==> config.mk <==
export PLATFORM = sky130hd
export DESIGN_NAME = round_robin_task_picker_core
export DESIGN_NICKNAME = d
export VERILOG_FILES = /design/src/rtl/rrtp_pkg.sv /design/src/rtl/rrtp_ctrl.sv /design/src/rtl/rrtp_dp.sv /design/src/rtl/round_robin_task_picker_core.sv
export SDC_FILE = /design/constraint.sdc
export NUM_CORES = 1
export LEC_CHECK = 0
export BUFFER_PORTS_ARGS = -buffer_cell sky130_fd_sc_hd__buf_2
export CORE_MARGIN = 2
export CORE_UTILIZATION = 52
export CTS_BUF_LIST = sky130_fd_sc_hd__clkbuf_8 sky130_fd_sc_hd__clkbuf_16
export CTS_CLUSTER_SIZE = 40
export DETAILED_ROUTE_END_ITERATION = 6
export PLACE_DENSITY = 0.75
export SYNTH_ARGS = -nofsm -noshare
export SYNTH_HDL_FRONTEND = slang
export SYNTH_SLANG_ARGS = --single-unit
==> constraint.sdc <==
create_clock -name i_clk -period 1.8 [get_ports i_clk]
set_input_delay 0.18 -clock i_clk [delete_from_list [all_inputs] [get_ports i_clk]]
set_output_delay 0.18 -clock i_clk [all_outputs]
set_load 0.02 [all_outputs]
==> src/rtl/rrtp_pkg.sv <==
package rrtp_pkg;

    localparam int TASK_SLOTS = 8;
    localparam int SLOT_W     = 3;
    localparam int CNT_W      = 4;
    localparam int CMD_W      = 3;
    localparam int QIDX_W     = 4;

    localparam logic [CMD_W-1:0] CMD_CREATE = 3'd0;
    localparam logic [CMD_W-1:0] CMD_YIELD  = 3'd1;
    localparam logic [CMD_W-1:0] CMD_TICK   = 3'd2;
    localparam logic [CMD_W-1:0] CMD_FINISH = 3'd3;
    localparam logic [CMD_W-1:0] CMD_QUERY  = 3'd4;

    typedef enum logic [1:0] {
        ST_IDLE,
        ST_EXEC,
        ST_SCAN,
        ST_OUT
    } t_state;

    typedef struct packed {
        logic accept;
        logic exec;
        logic scan;
        logic load;
    } t_dp_cmd;

    typedef struct packed {
        logic need_rot;
        logic hit;
    } t_dp_sts;

endpackage

==> src/rtl/rrtp_ctrl.sv <==
module rrtp_ctrl (
    input  logic              i_clk,
    input  logic              i_rst_n,
    input  logic              i_valid,
    output logic              o_ready,
    output logic              o_valid,
    input  logic              i_ready,
    input  rrtp_pkg::t_dp_sts i_sts,
    output rrtp_pkg::t_dp_cmd o_cmd
);

    rrtp_pkg::t_state r_state, n_state;
    logic             r_valid, n_valid;
    logic             out_free;

    assign out_free = !r_valid || i_ready;
    assign o_ready  = (r_state == rrtp_pkg::ST_IDLE);
    assign o_valid  = r_valid;

    always_ff @(posedge i_clk) begin
        if (!i_rst_n) begin
            r_state <= rrtp_pkg::ST_IDLE;
            r_valid <= 1'b0;
        end else begin
            r_state <= n_state;
            r_valid <= n_valid;
        end
    end

    always_comb begin
        n_state = r_state;
        n_valid = r_valid && !i_ready;
        o_cmd   = '0;
        case (r_state)
            rrtp_pkg::ST_IDLE: begin
                if (i_valid) begin
                    o_cmd.accept = 1'b1;
                    n_state      = rrtp_pkg::ST_EXEC;
                end
            end
            rrtp_pkg::ST_EXEC: begin
                o_cmd.exec = 1'b1;
                n_state    = i_sts.need_rot ? rrtp_pkg::ST_SCAN : rrtp_pkg::ST_OUT;
            end
            rrtp_pkg::ST_SCAN: begin
                o_cmd.scan = 1'b1;
                if (i_sts.hit) begin
                    n_state = rrtp_pkg::ST_OUT;
                end
            end
            rrtp_pkg::ST_OUT: begin
                if (out_free) begin
                    o_cmd.load = 1'b1;
                    n_valid    = 1'b1;
                    n_state    = rrtp_pkg::ST_IDLE;
                end
            end
            default: begin
                n_state = rrtp_pkg::ST_IDLE;
            end
        endcase
    end

endmodule

==> src/rtl/rrtp_dp.sv <==
module rrtp_dp (
    input  logic                         i_clk,
    input  logic                         i_rst_n,
    input  rrtp_pkg::t_dp_cmd            i_cmd_ctl,
    output rrtp_pkg::t_dp_sts            o_sts,
    input  logic                         i_cfg_we,
    input  logic                         i_cfg_wdata,
    input  logic [rrtp_pkg::CMD_W-1:0]   i_cmd,
    input  logic                         i_process_active,
    input  logic [rrtp_pkg::QIDX_W-1:0]  i_task_index,
    output logic                         o_status,
    output logic [rrtp_pkg::SLOT_W-1:0]  o_assigned_slot,
    output logic                         o_running_is_main,
    output logic [rrtp_pkg::SLOT_W-1:0]  o_running_task,
    output logic [rrtp_pkg::CNT_W-1:0]   o_task_total,
    output logic                         o_queried_done
);

    logic                          r_preempt;
    logic [rrtp_pkg::CNT_W-1:0]    r_count;
    logic                          r_main;
    logic [rrtp_pkg::SLOT_W-1:0]   r_cur;
    logic [rrtp_pkg::TASK_SLOTS-1:0] r_done;

    logic [rrtp_pkg::CMD_W-1:0]    r_cmd;
    logic                          r_pact;
    logic [rrtp_pkg::QIDX_W-1:0]   r_qidx;
    logic [rrtp_pkg::CNT_W-1:0]    r_idx;

    logic                          r_res_status;
    logic [rrtp_pkg::SLOT_W-1:0]   r_res_assigned;
    logic                          r_res_qdone;

    logic                          r_o_status;
    logic [rrtp_pkg::SLOT_W-1:0]   r_o_assigned;
    logic                          r_o_main;
    logic [rrtp_pkg::SLOT_W-1:0]   r_o_task;
    logic [rrtp_pkg::CNT_W-1:0]    r_o_total;
    logic                          r_o_qdone;

    logic                          full;
    logic                          scan_main;

    assign full      = (r_count >= rrtp_pkg::CNT_W'(rrtp_pkg::TASK_SLOTS));
    assign scan_main = (r_idx == r_count);

    assign o_sts.need_rot = (r_count != '0) &&
                            ((r_cmd == rrtp_pkg::CMD_YIELD) ||
                             ((r_cmd == rrtp_pkg::CMD_TICK) && r_preempt && !r_pact) ||
                             ((r_cmd == rrtp_pkg::CMD_FINISH) && !r_main));
    assign o_sts.hit = scan_main || !r_done[r_idx[rrtp_pkg::SLOT_W-1:0]];

    always_ff @(posedge i_clk) begin
        if (!i_rst_n) begin
            r_preempt <= 1'b0;
            r_count   <= '0;
            r_main    <= 1'b1;
            r_cur     <= '0;
            r_done    <= '0;
        end else begin
            if (i_cfg_we) begin
                r_preempt <= i_cfg_wdata;
            end
            if (i_cmd_ctl.exec) begin
                case (r_cmd)
                    rrtp_pkg::CMD_CREATE: begin
                        if (!full) begin
                            r_done[r_count[rrtp_pkg::SLOT_W-1:0]] <= 1'b0;
                            r_count <= r_count + 1'b1;
                        end
                    end
                    rrtp_pkg::CMD_FINISH: begin
                        if (!r_main) begin
                            r_done[r_cur] <= 1'b1;
                        end
                    end
                    default: begin
                    end
                endcase
            end
            if (i_cmd_ctl.scan && o_sts.hit) begin
                if (scan_main) begin
                    r_main <= 1'b1;
                    r_cur  <= '0;
                end else begin
                    r_main <= 1'b0;
                    r_cur  <= r_idx[rrtp_pkg::SLOT_W-1:0];
                end
            end
        end
    end

    always_ff @(posedge i_clk) begin
        if (i_cmd_ctl.accept) begin
            r_cmd  <= i_cmd;
            r_pact <= i_process_active;
            r_qidx <= i_task_index;
        end
        if (i_cmd_ctl.exec) begin
            r_res_status   <= 1'b0;
            r_res_assigned <= '0;
            r_res_qdone    <= 1'b0;
            r_idx          <= r_main ? '0 : ({1'b0, r_cur} + 1'b1);
            case (r_cmd)
                rrtp_pkg::CMD_CREATE: begin
                    if (full) begin
                        r_res_status <= 1'b1;
                    end else begin
                        r_res_assigned <= r_count[rrtp_pkg::SLOT_W-1:0];
                    end
                end
                rrtp_pkg::CMD_QUERY: begin
                    if ((r_qidx >= r_count) ||
                        (r_qidx >= rrtp_pkg::QIDX_W'(rrtp_pkg::TASK_SLOTS))) begin
                        r_res_qdone <= 1'b1;
                    end else begin
                        r_res_qdone <= r_done[r_qidx[rrtp_pkg::SLOT_W-1:0]];
                    end
                end
                default: begin
                end
            endcase
        end
        if (i_cmd_ctl.scan && !o_sts.hit) begin
            r_idx <= r_idx + 1'b1;
        end
        if (i_cmd_ctl.load) begin
            r_o_status   <= r_res_status;
            r_o_assigned <= r_res_assigned;
            r_o_main     <= r_main;
            r_o_task     <= r_main ? '0 : r_cur;
            r_o_total    <= r_count;
            r_o_qdone    <= r_res_qdone;
        end
    end

    assign o_status          = r_o_status;
    assign o_assigned_slot   = r_o_assigned;
    assign o_running_is_main = r_o_main;
    assign o_running_task    = r_o_task;
    assign o_task_total      = r_o_total;
    assign o_queried_done    = r_o_qdone;

endmodule

==> src/rtl/round_robin_task_picker_core.sv <==
// channel  | handshake          | payload
// ---------+--------------------+----------------------------------------------
// command  | i_valid / o_ready  | i_cmd, i_process_active, i_task_index
// result   | o_valid / i_ready  | o_status, o_assigned_slot, o_running_is_main,
//          |                    | o_running_task, o_task_total, o_queried_done
// config   | i_cfg_we           | i_cfg_wdata (preemption enable)
//
// One transaction at a time: o_valid rises after EXEC, a SCAN rotation if
// needed over the n tasks and main, where n is the task count (8 at most),
// and OUT; the next command is accepted only once the FSM is back in IDLE.
// Synchronous active-low reset puts the main slot in charge with no tasks.
// A stalled result holds in the output register; the next command is
// accepted while it waits.
module round_robin_task_picker_core (
    input  logic                         i_clk,
    input  logic                         i_rst_n,
    input  logic                         i_valid,
    output logic                         o_ready,
    input  logic [rrtp_pkg::CMD_W-1:0]   i_cmd,
    input  logic                         i_process_active,
    input  logic [rrtp_pkg::QIDX_W-1:0]  i_task_index,
    output logic                         o_valid,
    input  logic                         i_ready,
    output logic                         o_status,
    output logic [rrtp_pkg::SLOT_W-1:0]  o_assigned_slot,
    output logic                         o_running_is_main,
    output logic [rrtp_pkg::SLOT_W-1:0]  o_running_task,
    output logic [rrtp_pkg::CNT_W-1:0]   o_task_total,
    output logic                         o_queried_done,
    input  logic                         i_cfg_we,
    input  logic                         i_cfg_wdata
);

    rrtp_pkg::t_dp_cmd cmd_ctl;
    rrtp_pkg::t_dp_sts sts;

    rrtp_ctrl u_ctrl (
        .i_clk   (i_clk),
        .i_rst_n (i_rst_n),
        .i_valid (i_valid),
        .o_ready (o_ready),
        .o_valid (o_valid),
        .i_ready (i_ready),
        .i_sts   (sts),
        .o_cmd   (cmd_ctl)
    );

    rrtp_dp u_dp (
        .i_clk             (i_clk),
        .i_rst_n           (i_rst_n),
        .i_cmd_ctl         (cmd_ctl),
        .o_sts             (sts),
        .i_cfg_we          (i_cfg_we),
        .i_cfg_wdata       (i_cfg_wdata),
        .i_cmd             (i_cmd),
        .i_process_active  (i_process_active),
        .i_task_index      (i_task_index),
        .o_status          (o_status),
        .o_assigned_slot   (o_assigned_slot),
        .o_running_is_main (o_running_is_main),
        .o_running_task    (o_running_task),
        .o_task_total      (o_task_total),
        .o_queried_done    (o_queried_done)
    );

endmodule

**Word-level counts from Yosys, hierarchy flattened**

Index checks and enable logic that the tools add are counted.

- Memory bits (read-only): 0
- Bits in latches: 0
- Memory bits (writable): 0
- Output and inout port bits: 15
- Word-level logic and storage cells: 110
- Register bits: 50
- Bits of input ports: 14
- Memories: 0

- Muxes and demuxes: 31
- Reductions and logical operators: 29
- Divide/modulo/power cells: 0
- Bitwise operators: 5
- Multipliers: 0
- Equality and inequality tests: 13
- $lt $le $gt $ge: 9
- Shift operators: 0
- $add $sub $neg: 3

Operators with widths:

| operator | count |
|---|---|
| $lt 3x4->1 const B | 4 |
| $mux 1 | 16 |
| $mux 8 | 2 |
| $pmux 8 s2 | 1 |
| $mux 4 | 3 |
| $logic_and 1x1->1 | 9 |
| $add 4x1->4 const B | 2 |
| $and 8x8->8 | 1 |
| $ge 4x4->1 const B | 2 |
| $not 8->8 | 1 |
| $or 8x8->8 | 1 |
| $pmux 2 s4 | 1 |
| $bmux 1 s3 | 2 |
| $demux 1 s3 | 2 |
| $eq 3x2->1 const B | 2 |
| $ge 3x1->1 const B | 2 |
| $logic_not 1->1 | 6 |
| $mux 2 | 3 |
| $ne 2x2->1 const B | 3 |
| $reduce_and 3->1 | 2 |
| $logic_or 1x1->1 | 5 |
| $add 3x1->4 const B | 1 |
| $eq 2x2->1 const B | 2 |
| $eq 4x4->1 | 1 |
| other kinds (13) | 16 |

**Logic depth before layout (Yosys ltp)**

- Word-level depth: 8
- Depth in mapped cells: 7
- Depth with buffers taken out: 7

**Cells and area by module**

Synthesis repeated with hierarchy kept, for this count alone.

- Cells, all modules: 213
- Area total of the unflattened synthesis: 2575.0 sq um

By module, submodules not included:

| module | sequential area each (sq um) | instances | cells each | area an instance (sq um) |
|---|---|---|---|---|
| rrtp_dp | 1241.2 | 1 | 187 | 2319.7 |
| rrtp_ctrl | 60.1 | 1 | 26 | 255.2 |

**Worst setup path after synthesis**

No wires, ideal clock.

- Path type: flip-flop to flip-flop
- From: register u_dp.r_idx[0] in the netlist's numbering
- To: register u_dp.r_idx[0] in the netlist's numbering, enable pin
- Setup slack: -54 ps
- Data arrival time: 1591 ps
- Clock period less this slack: 1854 ps
- Path buffers: 1
- Required time: 1537 ps
- Library setup time: 263 ps
- Cell stages (with the launch flop): 6
- Cell sequence: edfxtp_1 -> buf_6 -> mux4_2 -> mux2i_4 -> nor3_2 -> or2_1

- Cells in the longest elaborated chain, start to end: 7
- Elaborated cells on any way between the ends: 8
- Classes of those cells: eq/ne: 1; mux: 2; reduce/logical: 5

RTL lines:

| element | RTL line | text |
|---|---|---|
| from (decl) | rrtp_dp.sv:28 | `logic [rrtp_pkg::CNT_W-1:0] r_idx;` |
| from (signal assigned) | rrtp_dp.sv:103 | `r_idx <= r_main ? '0 : ({1'b0, r_cur} + 1'b1);` |
| from (signal assigned) | rrtp_dp.sv:125 | `r_idx <= r_idx + 1'b1;` |
| $bmux 1 s3 | rrtp_dp.sv:51 | `assign o_sts.hit = scan_main \|\| !r_done[r_idx[rrtp_pkg::SLOT_W-1:0]];` |
| $mux 1 (not written as such) | rrtp_dp.sv:51 |  |
| $logic_not 1->1 | rrtp_dp.sv:51 |  |
| $logic_or 1x1->1 * | rrtp_dp.sv:51 |  |
| $logic_not 1->1 * | rrtp_dp.sv:124 | `if (i_cmd_ctl.scan && !o_sts.hit) begin` |
| $logic_and 1x1->1 * | rrtp_dp.sv:124 |  |
| $reduce_bool 2->1 (no source line) * | n/a |  |

Mark *: on every way between the ends. The rest lies on a longest branch, timed or not. The select of a mux whose other input is x is not followed.
A chain may end at the register's enable or synchronous reset.

**Worst setup path after layout**

Same ends and word-level chain as after synthesis.

==> results.json <==
{
  "worst_ep_arrival_time_ns": 1.94,
  "synth_top_area_share_pct": 37.08,
  "violations": "negative setup slack",
  "synth_top_area_cell": "edfxtp_1",
  "dpl.cell_count": 304,
  "clockRootBuffer": "clkbuf_8",
  "synthTopCellsByArea": "edfxtp_1, dfxtp_1, ha_1",
  "synthToLayoutAreaGrowth_pct": 20.29,
  "synthArstFlopShare_pct": 0,
  "yosys_warnings": 0,
  "finClkSkew_ns": 0.009510,
  "maxSlewHeadroom_pct": 74.92,
  "r2r_cells": 5,
  "drt_iter0_drc": 106,
  "numCtsBuffers": 5,
  "worst_slack_ns": -0.06767,
  "rsz0062_at_grt": "true",
  "ir_worst_vdd_uv": 711.6,
  "drc": 0,
  "max_stage_delay_ns": 0.54,
  "start_util_pct": 55.05,
  "period_minus_slack_ns": 1.868,
  "postRouteAntennaNets": 0,
  "crit_chain": "mux4_2 -> mux2i_4 -> buf_4 -> nor3_4 -> or2_4",
  "synth_cell_types": 42,
  "antenna_found_initial": 0,
  "cp_top_family": "multiplexers",
  "critPathMaxFanout": 9,
  "ys_top_cells_by_count": "edfxtp_1, dfxtp_1, o21ai_0",
  "postLayoutCoreUtil_pct": 66.21,
  "synth_area_um2": 2430,
  "die_y_um": 72.36,
  "diodes": 0,
  "routed_via_density": 5.579,
  "cp-start-kind": "register",
  "grt_remaining_overflow": 0,
  "critPathKind": "reg -> reg",
  "wire_per_inst_um": 15.36,
  "coreArea_um2": 4414,
  "setup_violations": 5,
  "wirelength_um": 4854,
  "syn_inst": 214,
  "cts_buffer_depth": 2,
  "hp-class": "in -> reg",
  "clkSinkCount": 50,
  "synth.avg_cell_area_um2": 11.35,
  "status": "complete, but fails checks",
  "pin_count": 29,
  "finalWeightedCongestion": 0.8504,
  "maxCapViolations": 0,
  "path_buf_inv": 1,
  "finalPower_mw": 3.394,
  "grt_pass1_wl_um": 7838,
  "place_ws_ns": -0.04589,
  "synth-edff-count": 30,
  "clk_pin_slew_worst_paths_ns": 0.09,
  "ys_ff_latch": 50,
  "syn_nets": 240,
  "holdPathStages": 1,
  "synth_flop_cell": "edfxtp_1",
  "worstMarginPinSlew_ns": 0.3756,
  "leakagePower_nw": 1.074,
  "seq_area_frac_synth_pct": 53.55,
  "nNetsFinal": 289,
  "fin_crit_sh_pct": 103.8,
  "finalSetupTns_ns": -0.2707,
  "setup.worst_path.end_class": "register",
  "clock.fmax_mhz": 535.4,
  "io_buffers": 28,
  "cts_tree": "done",
  "drt-pass1-iter-count": 4,
  "finalHoldViolCount": 0,
  "htreeDepth": 2,
  "synth.most_common_cell": "edfxtp_1",
  "via_count": 1763,
  "rows": 24,
  "final_cell_area_um2": 2923,
  "grt_usage_pct": 19.93,
  "slew_violations": 0,
  "worstPathRequired_ns": 1.87,
  "final_cells": 316,
  "hold_slack_ns": 0.03434,
  "grt_pass1_vias": 1651,
  "drive_gt1_share_pct": 29.92,
  "crit_slowest_cell": "mux4_2",
  "place_area_um2": 2745,
  "dpl.hpwl_um": 3385,
  "die_w_um": 72.36,
  "grt_max_degree": 22,
  "clk_latency_ns": 0.31,
  "cp.depth": 5,
  "powerDensity_nw_per_um2": 1161,
  "die-area_um2": 5235
}
path summary, 6_finish.rpt:
| kind | start | end | slack [ns] |
|---|---|---|---|
| worst max register to register | u_dp.r_idx[0] | u_dp.r_idx[0] | -0.07 |
| worst min register to register | u_dp.r_res_qdone | u_dp.o_queried_done | 0.43 |
| worst min-delay path | i_cmd[1] | u_dp.r_cmd[1] | 0.03 |
| worst max-delay path | u_dp.r_idx[0] | u_dp.r_idx[0] | -0.07 |
worst reg2reg max path, stage by stage, from the launching register on:
cell      delay, ns
edfxtp_1       0.42
mux4_2         0.54
mux2i_4        0.20
buf_4          0.15
nor3_4         0.05
or2_4          0.27
routing by layer:
layer  part of all wire (%)  wire length [um]  global-route usage [%]
met1                     45              2182                   26.36
met2                     48              2307                   31.50
met3                    5.4               261                   4.722
met4                    2.1               103                   8.386
met5                      0                 0                       0
layout make-up:
cell class                      instances  area, um2
Inverter                                9      33.78
Sequential cell                        50       1303
Clock inverter                          3      23.77
Fill cell                             349       1491
Multi-Input combinational cell        145       1105
Clock buffer                            5      68.82
Tap cell                               52      65.06
Timing Repair Buffer                   52      324.1
repair_timing:
item	4_1_cts	5_1_grt
endpoints found under the setup margin	6	16
resized for setup	2	11
pin swaps	5	1
hold buffers	0	0
setup buffers	1	3
layout by cell type, fill, tap and decap left out, types with 6 or more instances in the layout:
cell	instances
edfxtp_1	30
buf_2	28
buf_4	23
dfxtp_1	19
o21ai_0	17
nand2_1	14
nor2b_1	13
a21oi_1	11
ha_1	11
inv_1	9
nor2_1	7
and2_1	6
nand3_1	6
nor3_1	6
sequential cells by signal, indices dropped and copies added (netlist names), 2 cells and up:
name and count:
u_dp.r_res_assigned 3, u_dp.r_cmd 3, u_dp.r_done 8, u_dp.r_qidx 4, u_dp.o_task_total 4, u_ctrl.r_state 2, u_dp.o_assigned_slot 3, u_dp.r_cur 3
u_dp.r_idx 4, u_dp.r_count 4, u_dp.o_running_task 3
report_power, final:
| part | internal, mW | switching [mW] | total (mW) | leakage [nW] |
|---|---|---|---|---|
| logic | 0.464 | 0.620 | 1.08 | 0.587 |
| registers | 1.48 | 0.161 | 1.64 | 0.446 |
| clock network | 0.278 | 0.392 | 0.670 | 0.0408 |
cells by family after synthesis:
kind of cell | count (synthesis) | share of synthesized area [%]
mux | 6 | 5.046
simple gates | 70 | 16.79
compound gates | 48 | 11.69
fa+ha+maj | 12 | 6.179
xor+xnor | 9 | 3.244
flops | 50 | 53.55
buf+inv | 19 | 3.501
No activity file was read; power rests on OpenSTA's default activity.
